File: config.mk
export PLATFORM = sky130hd
export DESIGN_NAME = adag_ram
export DESIGN_NICKNAME = d
export VERILOG_FILES = /design/src/rtl/adag_ram.sv
export SDC_FILE = /design/constraint.sdc
export NUM_CORES = 1
export LEC_CHECK = 0
export ABC_CLOCK_PERIOD_IN_PS = 6490
export BUFFER_PORTS_ARGS = -buffer_cell sky130_fd_sc_hd__buf_2
export CORE_MARGIN = 1.5
export CORE_UTILIZATION = 45
export CTS_BUF_LIST = sky130_fd_sc_hd__clkbuf_8
export DETAILED_ROUTE_END_ITERATION = 8
export GPL_TIMING_DRIVEN = 0
export PLACE_DENSITY = 0.68
export SYNTH_ARGS = -nofsm -noshare
export SYNTH_HDL_FRONTEND = slang
export SYNTH_SLANG_ARGS = --single-unit
export TNS_END_PERCENT = 30
File: constraint.sdc
create_clock -name aclk -period 6.49 [get_ports aclk]
set_input_delay 0 -clock aclk [delete_from_list [all_inputs] [get_ports aclk]]
set_output_delay 0 -clock aclk [all_outputs]
set_load 0.005 [all_outputs]
File: src/rtl/adag_ram.sv
// ----------------------------------------------------------------------------
// adag_ram
// simple dual-port ram, one write and one registered read per cycle
// ----------------------------------------------------------------------------
module adag_ram #(
    parameter int WIDTH = 32,
    parameter int DEPTH = 16,
    parameter int ADDR_W = (DEPTH > 1) ? $clog2(DEPTH) : 1
) (
    input  logic              aclk,
    input  logic              wr_en,
    input  logic [ADDR_W-1:0] wr_addr,
    input  logic [WIDTH-1:0]  wr_data,
    input  logic              rd_en,
    input  logic [ADDR_W-1:0] rd_addr,
    output logic [WIDTH-1:0]  rd_data
);

    logic [WIDTH-1:0] mem_reg [DEPTH];
    logic [WIDTH-1:0] rd_data_reg;

    always_ff @(posedge aclk) begin
        if (wr_en) begin
            mem_reg[wr_addr] <= wr_data;
        end
        if (rd_en) begin
            rd_data_reg <= mem_reg[rd_addr];
        end
    end

    assign rd_data = rd_data_reg;

endmodule

# --- Word-level counts from Yosys, hierarchy flattened ---
# Memory sizes are Yosys's and may differ from the RTL's. A register that Yosys moved wholly into a read port is not among the register bits.
# Index checks and enable logic that the tools add are counted.
classes:
  add_sub_neg: 0
  mul: 0
  div: 0
  magnitude_cmp: 0
  eq_ne: 0
  n_shift: 0
  mux: 2
  bitwise: 0
  n_reduce_logical: 0
op_table:
  columns: ["operator", "count"]
  rows:
  - ["2-to-1 mux 1 bit", 2]
totals:
  regBits: 0
  latch_bits: 0
  ramBits: 512
  mem_bits_ro: 0
  input_bits: 43
  out_inout_bits: 32
  elab_cells: 3
  mem_count: 1
mem_list:
  columns: ["name", "depth", "width", "rd", "rd_ports_with_merged_regs", "write_ports", "line_no", "rtl"]
  rows:
  - ["mem_reg", 16, 32, 1, 1, 1, "19", "logic [WIDTH-1:0] mem_reg [DEPTH];"]

# --- Depth between registers and ports, before layout ---
logic_depth:
  depth_word: 2
  mapped_depth: 5
  depth_no_buf: 3

# --- Worst setup path after synthesis ---
# Ideal clock, no wire load.
synth_path:
  path_type: "input-to-reg"
  startpoint: "in wr_addr[2]"
  endpoint: "mem mem_reg[0][0], enable pin"
  setup_ns: 0.461
  t_arrival_ns: 2.718
  t_required_ns: 6.029
  setup_slack_ns: 3.310
  cell_stages: 2
  cell_sequence: "or3b_2 -> nor3_1"
synth_lines:
  columns: ["item", "line_no", "rtl"]
  rows:
  - ["from (decl)", "12", "input logic [ADDR_W-1:0] wr_addr,"]
  - ["to (decl)", "19", null]
# Straight into the memory's write port.

# --- Worst setup path after layout ---
layout_path:
  startpoint: "in wr_addr[1]"
  endpoint: "mem mem_reg[0][8], enable pin"
# Straight into the memory's write port.

==> flow_summary.ini <==
[synth]
synth_top_area_share_pct = 80.97
syn-num-nets = 881
yosys.area.top_type = edfxtp_1
synth_seq_cells = 544
synth_area_per_cell_sq_um = 24.07
synthMuxAreaShare_pct = 14.29
yosysUniqueCellTypes = 17
synth_warnings = 0
synthesis.area_sq_um = 20170
synth-compound-area-share_pct = 2.382
synthAdderAreaFrac_pct = 0
synth_top_family_by_area = multiplexers
synth-simple-area-share_pct = 1.253
yosys-top-cells-area = edfxtp_1 (81%), mux4_2 (14%), a22oi_1 (2.4%), nand2_1 (0.61%), buf_4 (0.41%)
synthCells = 838
ys_seq_area_share_pct = 80.97
synthXorXnorAreaFrac_pct = 0

[detailed_routing]
drc = 0
via_per_inst = 5.609
drt_first_pass_iters = 5
ant_nets = 0
drtIter0Drc = 923
via_count = 9592
wl_mm = 43.47
drt-wirelength-per-cell_um = 25.42

[die]
io_pins = 75
die_x_um = 214.7
fp.dieArea_sq_um = 46110
start_util_pct = 45.62
fp.dieH_um = 214.7
core_area_sq_um = 44220
rows = 77

[critical_path]
critPathBufInv = 5
cp_max_fo = 8
cp.required_ps = 6800
critical-path-top-delay-family = buffers and inverters
crit_path_end_kind = register
slowest_delay_ps = 760
slowest_stage = dlygate4sd3_1
ff2ff_setup_slack_ps = 4980
timing.rr.start = mem_reg[2][3]
startpoint_type = input pin
reg2reg_to = rd_data[3]
worst_r2r_path_depth = 3
path_cells = dlygate4sd3_1 -> buf_2 -> nor3_2 -> dlygate4sd3_1 -> buf_6 -> buf_6
critPathKind = input pin to register
arrival_ps = 2210

[place]
pre_cts_slack_ps = 4419
gp_congestion = 0.7246
dp_hpwl_mm = 26.28
portBuffers = 72

[cts]
clockBufferDepth = 3
post-cts-setup-buffers = 0
clock_latency_ps = 630
clockRootBuffer = clkbuf_8
cts_tree = yes
htree_num_levels = 3
clk_pin_slew_ps = 60
cts_buffers = 86
cts_sinks = 544

[timing]
setup_viol = 0
timing.fmax_ghz = 0.5273
whs_ps = 63.49
clock-skew-final_ps = 24.45
rsz0062_at_grt = false
hold_viol_final = 0
relSlewSlack_pct = 33.33
worst_pin_slew_ps = 1000
min_period_over_period_pct = 29.22
finalSetupTns_ps = 0
setup_ws_ps = 4594
slew_violations = 0
min_period_ps = 1897

[power_and_ir_drop]
p_int_mw = 5.442
seqPwrFrac_pct = 57.5
ir_worst_vdd_mv = 0.1417
power_frac_clock_pct = 37.1
combPwrFrac_pct = 5.4
switching_share_pct = 21.32
p_per_area_nw_per_um2 = 292.6
p_sw_mw = 1.474
p_leak_nw = 7.658

[worst_hold_path]
min_from = wr_addr[2]
hold_path_depth = 3
min-delay-path-class = input pin to register
min_to = mem_reg[2][26]

[job]
maxCapViolations = 0

[grt]
grt_max_degree = 33
grtUsageTotal_pct = 19.41
grt.overflow.total = 0
grt_pass1_wl_mm = 65.18
grt_pass1_vias = 10143
grt_antenna_before_repair = 0

[run_status]
status = complete, no violations

[layout]
final_nets = 1103
nFillCells = 3323
area_growth_pct = 17.17
layout_commonest_cell = edfxtp_1
final_cell_mix = edfxtp_1 (544), mux4_2 (128), clkbuf_8 (88)
final_layout_size_suffix_gt1_share_pct = 31.99
largest_register_ff_count = 512
[Yosys cell counts, drive strengths merged]
cell	instances
buf	26
clkbuf	17
nor3	4
mux4	128
a22oi	64
nor2b	2
or3b	1
nand3	1
nor2	13
nand2b	2
nand2	33
edfxtp	544
nand3b	2
and2	1
[cell type report]
class                           instances  area, sq um  share of cell area, %
Sequential cell                       544        16340                  69.11
Multi-Input combinational cell        251         3726                  15.76
Clock buffer                           88         1211                  5.124
Timing Repair Buffer                  134         1116                  4.721
Tap cell                              592        740.7                  3.133
Clock inverter                         56        281.5                  1.191
Buffer                                 43        222.7                 0.9422
Antenna cell                            2        5.005                0.02117
[cell families after synthesis]
| group | Yosys count |
|---|---|
| AO/OA/AOI/OAI | 64 |
| multiplexers | 128 |
| flip-flops | 544 |
| buffers and inverters | 43 |
| AND/OR/NAND/NOR | 59 |
[per-stage QoR]
stage	std cells	utilization (%)	total power [mW]	area, sq um
global route	1708	53.44	7.166	23630
global placement	1502	48.11	4.388	21280
finish	1710	53.46	6.916	23640
floorplan	838	-	4.240	20170
detailed placement	1529	49.28	4.411	21790
CTS	1708	53.44	6.982	23630
[worst reg2reg max path, delay by kind of cell (launching register included)]
| kind | cells | cell delay (ps) |
|---|---|---|
| AOI/OAI and AO/OA | 1 | 330 |
| DFF | 1 | 360 |
| muxes | 1 | 460 |
| and+or+nand+nor | 1 | 90 |
[timing repair]
action	in CTS	in global routing
gates resized for setup	0	0
hold buffers	35	0
endpoints found under the hold margin	529	0
[power groups by stage]
| stage | logic [mW] | registers [mW] | clock network, mW |
|---|---|---|---|
| floorplan | 0.189 | 4.05 | 0 |
| global placement | 0.337 | 4.05 | 0 |
| detailed placement | 0.361 | 4.05 | 0 |
| CTS | 0.378 | 3.98 | 2.62 |
| global route | 0.402 | 3.98 | 2.78 |
| finish | 0.370 | 3.98 | 2.57 |
[metal layers]
layer  global-route usage (%)  wire [um]
met1                    28.11      18680
met2                    29.83      20700
met3                    4.374       3176
met4                    5.657        912
met5                        0          0
[worst max-delay path by stage]
| stage | slack [ps] | start | to | cells past startpoint |
|---|---|---|---|---|
| finish | 4590 | wr_addr[1] | mem_reg[0][8] | 6 |
| global route | 4590 | wr_addr[1] | mem_reg[0][19] | 6 |
| CTS | 4640 | wr_addr[1] | mem_reg[0][19] | 6 |
| detailed placement | 4420 | rd_addr[1] | rd_data[22] | 5 |
| global placement | 790 | wr_addr[2] | mem_reg[8][1] | 3 |
| floorplan | 3310 | wr_addr[2] | mem_reg[0][0] | 2 |
Power figures use the tool's default switching activity.
