--- src/rtl/adag_pkg.sv ---
// ----------------------------------------------------------------------------
// adag_pkg
// shared widths, word layouts and op codes of the array address generator
// ----------------------------------------------------------------------------
package adag_pkg;

    localparam int WORD_W  = 32;
    localparam int ID_IN_W = 4;
    localparam int ELEM_W  = 16;
    localparam int TOTAL_W = 4;
    localparam int POS_W   = 3;
    localparam int OP_W    = 2;

    // input word layout
    localparam int ID_LSB    = 0;
    localparam int BASE_LSB  = ID_LSB + ID_IN_W;
    localparam int ELEM_LSB  = BASE_LSB + WORD_W;
    localparam int TOTAL_LSB = ELEM_LSB + ELEM_W;
    localparam int POS_LSB   = TOTAL_LSB + TOTAL_W;
    localparam int LO_LSB    = POS_LSB + POS_W;
    localparam int HI_LSB    = LO_LSB + WORD_W;
    localparam int SUB_LSB   = HI_LSB + WORD_W;
    localparam int IN_BITS   = SUB_LSB + WORD_W;
    localparam int IN_DATA_W = ((IN_BITS + 7) / 8) * 8;

    // result word layout
    localparam int OUT_BITS   = ID_IN_W + WORD_W;
    localparam int OUT_DATA_W = ((OUT_BITS + 7) / 8) * 8;

    localparam logic [OP_W-1:0] OP_DECL  = 2'd0;
    localparam logic [OP_W-1:0] OP_BOUND = 2'd1;
    localparam logic [OP_W-1:0] OP_REF   = 2'd2;

endpackage

--- src/rtl/adag_mul.sv ---
// ----------------------------------------------------------------------------
// adag_mul
// shared 32x32 multiplier, low product word registered
// ----------------------------------------------------------------------------
module adag_mul
    import adag_pkg::*;
(
    input  logic              aclk,
    input  logic [WORD_W-1:0] mul_a,
    input  logic [WORD_W-1:0] mul_b,
    output logic [WORD_W-1:0] product
);

    logic [WORD_W-1:0] product_reg;
    logic [WORD_W-1:0] product_next;

    // only the low word is kept, arithmetic wraps
    assign product_next = mul_a * mul_b;

    always_ff @(posedge aclk) begin
        product_reg <= product_next;
    end

    assign product = product_reg;

endmodule

--- config.mk ---
export PLATFORM = sky130hd
export DESIGN_NAME = adag_mul
export DESIGN_NICKNAME = d
export VERILOG_FILES = /design/src/rtl/adag_pkg.sv /design/src/rtl/adag_mul.sv
export SDC_FILE = /design/constraint.sdc
export NUM_CORES = 1
export LEC_CHECK = 0
export BUFFER_PORTS_ARGS = -buffer_cell sky130_fd_sc_hd__clkbuf_2
export CAP_MARGIN = 0
export CORE_MARGIN = 2
export CORE_UTILIZATION = 62
export CTS_BUF_LIST = sky130_fd_sc_hd__clkbuf_8
export DETAILED_ROUTE_END_ITERATION = 8
export HOLD_SLACK_MARGIN = 0.06
export MAX_ROUTING_LAYER = met4
export PLACE_DENSITY = 0.8
export RECOVER_POWER = 100
export SKIP_LAST_GASP = 1
export SYNTH_ARGS = -nofsm -noshare
export SYNTH_HDL_FRONTEND = slang
export SYNTH_SLANG_ARGS = --single-unit
--- constraint.sdc ---
create_clock -name aclk -period 12.3 [get_ports aclk]
set_input_delay 0.615 -clock aclk [delete_from_list [all_inputs] [get_ports aclk]]
set_output_delay 0.615 -clock aclk [all_outputs]
set_load 0.005 [all_outputs]
### After elaboration in Yosys (flattened, before gate mapping)

Index checks and enable logic that the tools add are counted.

| storage, ports and cells | value |
|---|---|
| word-level logic and storage cells | 2 |
| bits of input ports | 65 |
| output and inout bits | 32 |
| flip-flop bits (word level) | 32 |

| cells by class | value |
|---|---|
| multiply operators | 1 |

Operators by type and width:

| kind | count |
|---|---|
| multiplier 32 x 32 -> 32 bit | 1 |

### Logic depth before layout (Yosys ltp)

Gate-level depths: netlist of run 1.

| logic depth | value |
|---|---|
| depth after elaboration | 1 |
| depth in mapped cells | 26 |
| gate-level depth less buffers | 24 |

### Worst setup path before layout of run 1

No wires, ideal clock.

| timing | value |
|---|---|
| path kind | in2reg |
| start point | input mul_b[3] |
| end point | register product_reg[29], in the netlist product[29] |
| required time | 12.238 ns |
| stages on the path | 24 |
| slack | 5.287 ns |
| buffers on the path | 2 |
| library setup time | 0.062 ns |
| arrival time | 6.951 ns |
| cells stage by stage | clkbuf_1 -> clkbuf_1 -> and2_1 -> fa_1 -> inv_1 -> fa_1 -> fa_1 -> fa_1 -> inv_1 -> fa_1 -> inv_1 -> fa_1 -> inv_1 -> fa_1 -> fa_1 -> ha_1 -> and4_1 -> and2_2 -> o31ai_1 -> o211a_1 -> a21oi_2 -> a41o_1 -> or4_1 -> nand3_1 |

| between the ends | value |
|---|---|
| word-level cells in the longest chain between the ends | 1 |

Ends and longest elaborated chain:

| what | line | text |
|---|---|---|
| from (decl) | adag_mul.sv:10 | `input logic [WORD_W-1:0] mul_b,` |
| multiplier 32 x 32 -> 32 bit | adag_mul.sv:18 | `assign product_next = mul_a * mul_b;` |
| via product_next[29] | adag_mul.sv:15 | `logic [WORD_W-1:0] product_next;` |
| to (signal assigned) | adag_mul.sv:21 | `product_reg <= product_next;` |
| to (decl) | adag_mul.sv:14 | `logic [WORD_W-1:0] product_reg;` |

The timed path passes the listed nets, and every way through them passes these cells.

### Final worst setup path of run 1

| timing | value |
|---|---|
| start point | input mul_a[2] |
| end point | register product_reg[31], in the netlist product[31] |

| between the ends | value |
|---|---|
| word-level cells in the longest chain between the ends | 1 |

Ends and longest elaborated chain:

| what | line | text |
|---|---|---|
| from (decl) | adag_mul.sv:9 | `input logic [WORD_W-1:0] mul_a,` |
| multiplier 32 x 32 -> 32 bit | adag_mul.sv:18 |  |
| via product_next[31] | adag_mul.sv:15 |  |

The timed path passes the listed nets, and every way through them passes these cells.

==> results of run 1 <==
-- final cells by class --
| type | instances | area, µm² |
|---|---|---|
| flip-flops and latches | 32 | 641 |
| clock buffers | 5 | 68.8 |
| fillers | 2116 | 8980 |
| clock inverters | 3 | 23.8 |
| inverters | 363 | 1360 |
| multi-input cells | 1266 | 14100 |
| well taps | 335 | 419 |
| repair buffers | 97 | 470 |
-- worst min-delay path, delay by kind of cell --
family / cells / cell delay (ps)
buffers and inverters: 2 / 330
AND/OR/NAND/NOR: 1 / 210
-- cells in the final DEF, fill, tap and decap left out, types with 2 or more instances in the layout --
cell        instances
a211oi_1            4
a21o_1              5
a21o_2              5
a21oi_1            23
a221oi_1            2
a31oi_1             2
and2_0              5
and2_1            363
and3_2              2
clkbuf_1           14
clkbuf_2           82
clkbuf_8            5
clkinvlp_4          2
dfxtp_1            32
fa_1              408
ha_1              123
inv_1             363
nand2_1           169
nand2b_1            2
nand3_1             7
nor2_1             11
nor2b_1             2
nor3_1              5
o211ai_1            3
o21a_1              4
o21ai_0            11
o21bai_1            6
o31ai_1             2
or4_1               2
xnor2_1            65
xor2_1             19
-- per-layer routing --
| layer | GRT usage [%] | share of wire, % | vias to the layer above |
|---|---|---|---|
| met5 | - | 0 | - |
| met4 | 10.5 | 3.7 | 0 |
| met3 | 6.82 | 9.1 | 103 |
| met2 | 49.3 | 47 | 543 |
| met1 | 42.0 | 40 | 6009 |
| li1 | - | - | 5091 |
-- stage by stage --
step	utilization (%)	cells
global placement	65.4	2093
floorplan	-	1741
CTS	65.7	2101
finish	65.5	2101
detailed placement	65.4	2093
global route	65.5	2101
-- path summary, 6_finish.rpt --
path / slack (ps) / endpoint / startpoint
worst max-delay path: 4440 / product[31]$_DFF_P_ / mul_a[2]
worst min-delay path: 910 / product[0]$_DFF_P_ / mul_a[0]
-- kinds of logic after synthesis --
kind of cell | after synthesis | share of synthesized area [%]
AND/OR/NAND/NOR | 575 | 19.1
adder cells (fa/ha/maj) | 531 | 59.1
AO/OA/AOI/OAI | 76 | 3.26
XOR/XNOR | 84 | 4.48
buffers and inverters | 443 | 10.1
flip-flops | 32 | 3.90
==> flow_metrics.env, run 1 <==
export IMPL_cts_resized_gates=0
export IMPL_clockRootBuffer="clkbuf_8"
export IMPL_critPathSlowestCell="clkbuf_1"
export IMPL_hold_ws_ps=911
export IMPL_timing_final_max_slew_violations=64
export IMPL_avgSynthCellArea_um2=9.43
export IMPL_syn_nets=2337
export IMPL_synth_common_cells="408 x fa_1, 368 x and2_1, 363 x inv_1, 169 x nand2_1, 123 x ha_1"
export IMPL_failed_checks="max-capacitance violations, max-slew violations"
export IMPL_path_cells="clkbuf_1 > and2_0 > fa_1 > ha_1 > ha_1 > fa_1 > ha_1 > ha_1 > fa_1 > fa_1 > ha_1 > a21o_2 > o41ai_1 > o211a_1 > a21oi_1 > a41o_1 > a221oi_1 > xnor2_1"
export IMPL_firstDrtPassIters=5
export IMPL_htreeDepth=2
export IMPL_final_setup_tns_ps=0
export IMPL_drive_gt1_share_pct=5.72
export IMPL_grt_pass1_vias=13000
export IMPL_holdPathStages=3
export IMPL_crit_required_ps=12500
export IMPL_syn2layout_area_growth_pct=3.98
export IMPL_routedWlPerCell_um=19.3
export IMPL_finalHoldViolCount=0
export IMPL_cts_made_buffers=5
export IMPL_drt_wl_total_mm=40.5
export IMPL_synth_area_top_cells="fa_1 50%, and2_1 14%, ha_1 9.4%"
export IMPL_worst_pin_slew_ps=1790
export IMPL_maxSlewHeadroom_pct=-19.4
export IMPL_syn_inst=1741
export IMPL_track_usage_pct=31.7
export IMPL_clkTransAtPathRegs_ps=80
export IMPL_drc=0
export IMPL_die_h_um=167
export IMPL_diodes=0
export IMPL_portBuffers=96
export IMPL_rows=59
export IMPL_synth_edf_count=0
export IMPL_path_delay_family="adder cells"
export IMPL_placed_cell_area_um2=17000
export IMPL_worst_hold_path_type="in2reg"
export IMPL_viasPerCell=5.59
export IMPL_yosys_cell_count_top_type="fa_1"
export IMPL_cts_sinks=32
export IMPL_outcome="finished, violations left"
export IMPL_clock_path_buffers=2
export IMPL_start_util_pct=63.0
export IMPL_rsz0062_at_grt="false"
export IMPL_core_area_um2=26100
export IMPL_cp_depth=18
export IMPL_postRouteAntennaNets=0
export IMPL_synth_flop_cell="dfxtp_1"
export IMPL_fin_ws_ps=4440
export IMPL_nets=2361
export IMPL_worst_path_buf_inv=1
export IMPL_pre_cts_slack_ps=4710
export IMPL_drt_iter0_markers=736
export IMPL_cts_setup_buffers=0
export IMPL_criticalPathCategory="in2reg"
export IMPL_ys_ff_latch=32
export IMPL_vias=11700
export IMPL_cp_end_kind="flop"
export IMPL_die_x_um=167
export IMPL_worstPathArrival_ps=8060
export IMPL_post_route_period_util_pct=63.9
export IMPL_design_area_um2=17100
export IMPL_cts_tree="built"
export IMPL_cp_slowest_stage_delay_ps=1260
export IMPL_grt_max_degree=33
export IMPL_die_area_um2=27800
export IMPL_ys_seq_area_share_pct=3.90
export IMPL_async_reset_ff_share_pct=0
export IMPL_ys_types=45
export IMPL_largest_reg_flops=32
export IMPL_critPathLaunchType="input pin"
export IMPL_crit_fanout=30
export IMPL_cpMostUsedCell="ha_1"
export IMPL_dp_hpwl_mm=32.3
export IMPL_grt_overflow_total=0
export IMPL_netlist_area_um2=16400
export IMPL_gp_congestion=0.876
export IMPL_finalSetupViolations=0
export IMPL_period_needed_ps=7860
export IMPL_pin_count=97
export IMPL_grt_antenna_before_repair=0
export IMPL_max_cap_violations=2
export IMPL_ctsHoldBuffers=0
export IMPL_grt_pass1_wl_mm=67.3
export IMPL_synth_area_leader_cell="fa_1"
export IMPL_yosys_warnings=0
export IMPL_max_freq_mhz=127
export IMPL_netlist_area_leader_share_pct=49.7
Power of run 1 is not shown: default switching activity piles up to over one toggle a cycle in this logic, so the estimate is an artifact.
==> inputs of run 2 (changes only) <==
CORE_UTILIZATION = 59   (was 62)
clock period = 7.1 ns   (was 12.3 ns; I/O delays follow)
==> flow_metrics.env, run 2 (synthesis gave the netlist of run 1 again) <==
export IMPL_outcome="completed"
export IMPL_clockRootBuffer="clkbuf_8"
export IMPL_grt_pass1_wl_mm=68.0
export IMPL_nets=2422
export IMPL_cts_made_buffers=5
export IMPL_die_x_um=171
export IMPL_start_util_pct=59.5
export IMPL_cts_resized_gates=0
export IMPL_cts_setup_buffers=0
export IMPL_crit_required_ps=7290
export IMPL_worstPathArrival_ps=6960
export IMPL_hold_ws_ps=749
export IMPL_fin_util_pct=63.6
export IMPL_cp_slowest_stage_delay_ps=550
export IMPL_firstDrtPassIters=5
export IMPL_crit_fanout=17
export IMPL_postRouteAntennaNets=0
export IMPL_period_needed_ps=6770
export IMPL_grt_overflow_total=0
export IMPL_hold_end="product[0]$_DFF_P_"
export IMPL_routedWlPerCell_um=18.7
export IMPL_ctsHoldBuffers=0
export IMPL_drt_iter0_markers=804
export IMPL_vias=12000
export IMPL_cts_sinks=32
export IMPL_clkTransAtPathRegs_ps=80
export IMPL_drc=0
export IMPL_fillCellCount=2315
export IMPL_die_h_um=171
export IMPL_critPathSlowestCell="fa_1"
export IMPL_maxSlewHeadroom_pct=27.6
export IMPL_diodes=0
export IMPL_drt_wl_total_mm=41.2
export IMPL_worst_hold_path_type="in2reg"
export IMPL_rsz0062_at_grt="false"
export IMPL_syn2layout_area_growth_pct=7.05
export IMPL_track_usage_pct=31.2
export IMPL_core_area_um2=27600
export IMPL_dp_hpwl_mm=35.6
export IMPL_viasPerCell=5.45
export IMPL_cts_tree="built"
export IMPL_final_common_cell="fa_1"
export IMPL_finalSetupViolations=0
export IMPL_htreeDepth=2
export IMPL_clock_path_buffers=2
export IMPL_gp_congestion=0.935
export IMPL_cp_end_kind="flop"
export IMPL_max_cap_violations=0
export IMPL_cpMostUsedCell="fa_1"
export IMPL_criticalPathCategory="in2reg"
export IMPL_timing_final_max_slew_violations=0
export IMPL_grt_antenna_before_repair=0
export IMPL_hp_start="mul_a[0]"
export IMPL_grt_pass1_vias=13300
export IMPL_worst_pin_slew_ps=1090
export IMPL_portBuffers=96
export IMPL_final_cell_mix="408 x fa_1, 365 x and2_1, 363 x inv_1, 169 x nand2_1, 123 x ha_1"
export IMPL_die_area_um2=29200
export IMPL_post_route_period_util_pct=95.3
export IMPL_fin_ws_ps=333
export IMPL_finalHoldViolCount=0
export IMPL_pre_cts_slack_ps=32.1
export IMPL_pin_count=97
export IMPL_rows=61
export IMPL_holdPathStages=3
export IMPL_path_cells="clkbuf_2 > clkbuf_1 > and2_0 > fa_1 > fa_1 > fa_1 > inv_1 > fa_1 > inv_1 > fa_1 > ha_1 > fa_1 > fa_1 > ha_1 > and3_2 > nand3_1 > and3b_1 > o221ai_1 > a21boi_0 > buf_4 > a41oi_1 > o21ai_0 > xor2_1"
export IMPL_drive_gt1_share_pct=8.54
export IMPL_grt_max_degree=21
export IMPL_final_setup_tns_ps=0
export IMPL_max_freq_mhz=148
export IMPL_critPathLaunchType="input pin"
export IMPL_largest_reg_flops=32
run 2: changes by cell type in the layout (fill, tap and decap cells not counted):
cell,previous run,this run
and2_0,5,3
clkbuf_1,14,21
and2_1,363,365
o41ai_1,1,0
buf_4,1,55
o41ai_4,0,1
run 2: how the worst max path moves through the flow:
stage | endpoint | slack, ps | start | cells after the start
after floorplan | product[29]$_DFF_P_ | 350 | mul_b[3] | 24
after global placement | product[29]$_DFF_P_ | 140 | mul_b[2] | 23
after detailed placement | product[29]$_DFF_P_ | 30 | mul_b[7] | 23
after CTS | product[29]$_DFF_P_ | 370 | mul_b[7] | 23
after global routing | product[31]$_DFF_P_ | 50 | mul_b[8] | 24
final | product[28]$_DFF_P_ | 330 | mul_a[10] | 23
run 2: critical path, delay by kind of cell:
| family | cells | cell delay (ps) |
|---|---|---|
| simple gates | 4 | 720 |
| compound gates | 4 | 860 |
| fa+ha+maj | 9 | 3930 |
| xor+xnor | 1 | 160 |
| buf+inv | 5 | 920 |
run 2: cell type report:
class	count	area (µm²)	area share [%]
clock buffers	5	68.8	0.391
repair buffers	158	902	5.13
multi-input cells	1266	14100	80.3
inverters	363	1360	7.75
flip-flops and latches	32	641	3.64
clock inverters	3	23.8	0.135
well taps	378	473	2.69
run 2: through the flow:
stage	instances	instance area, µm²
6_report	2205	17600
5_1_grt	2205	17600
4_1_cts	2205	17600
3_5_place_dp	2197	17600
3_3_place_gp	2197	17600
2_1_floorplan	1741	16400
run 2: metal layers:
layer  part of all wire [%]  GRT usage (%)  wire length [µm]
met2                     50           51.7             20700
met4                    3.6           9.95              1470
met3                    6.6           3.86              2740
met1                     40           40.6             16300
met5                      0              -                 0
Power of run 2 is left out for the same reason.
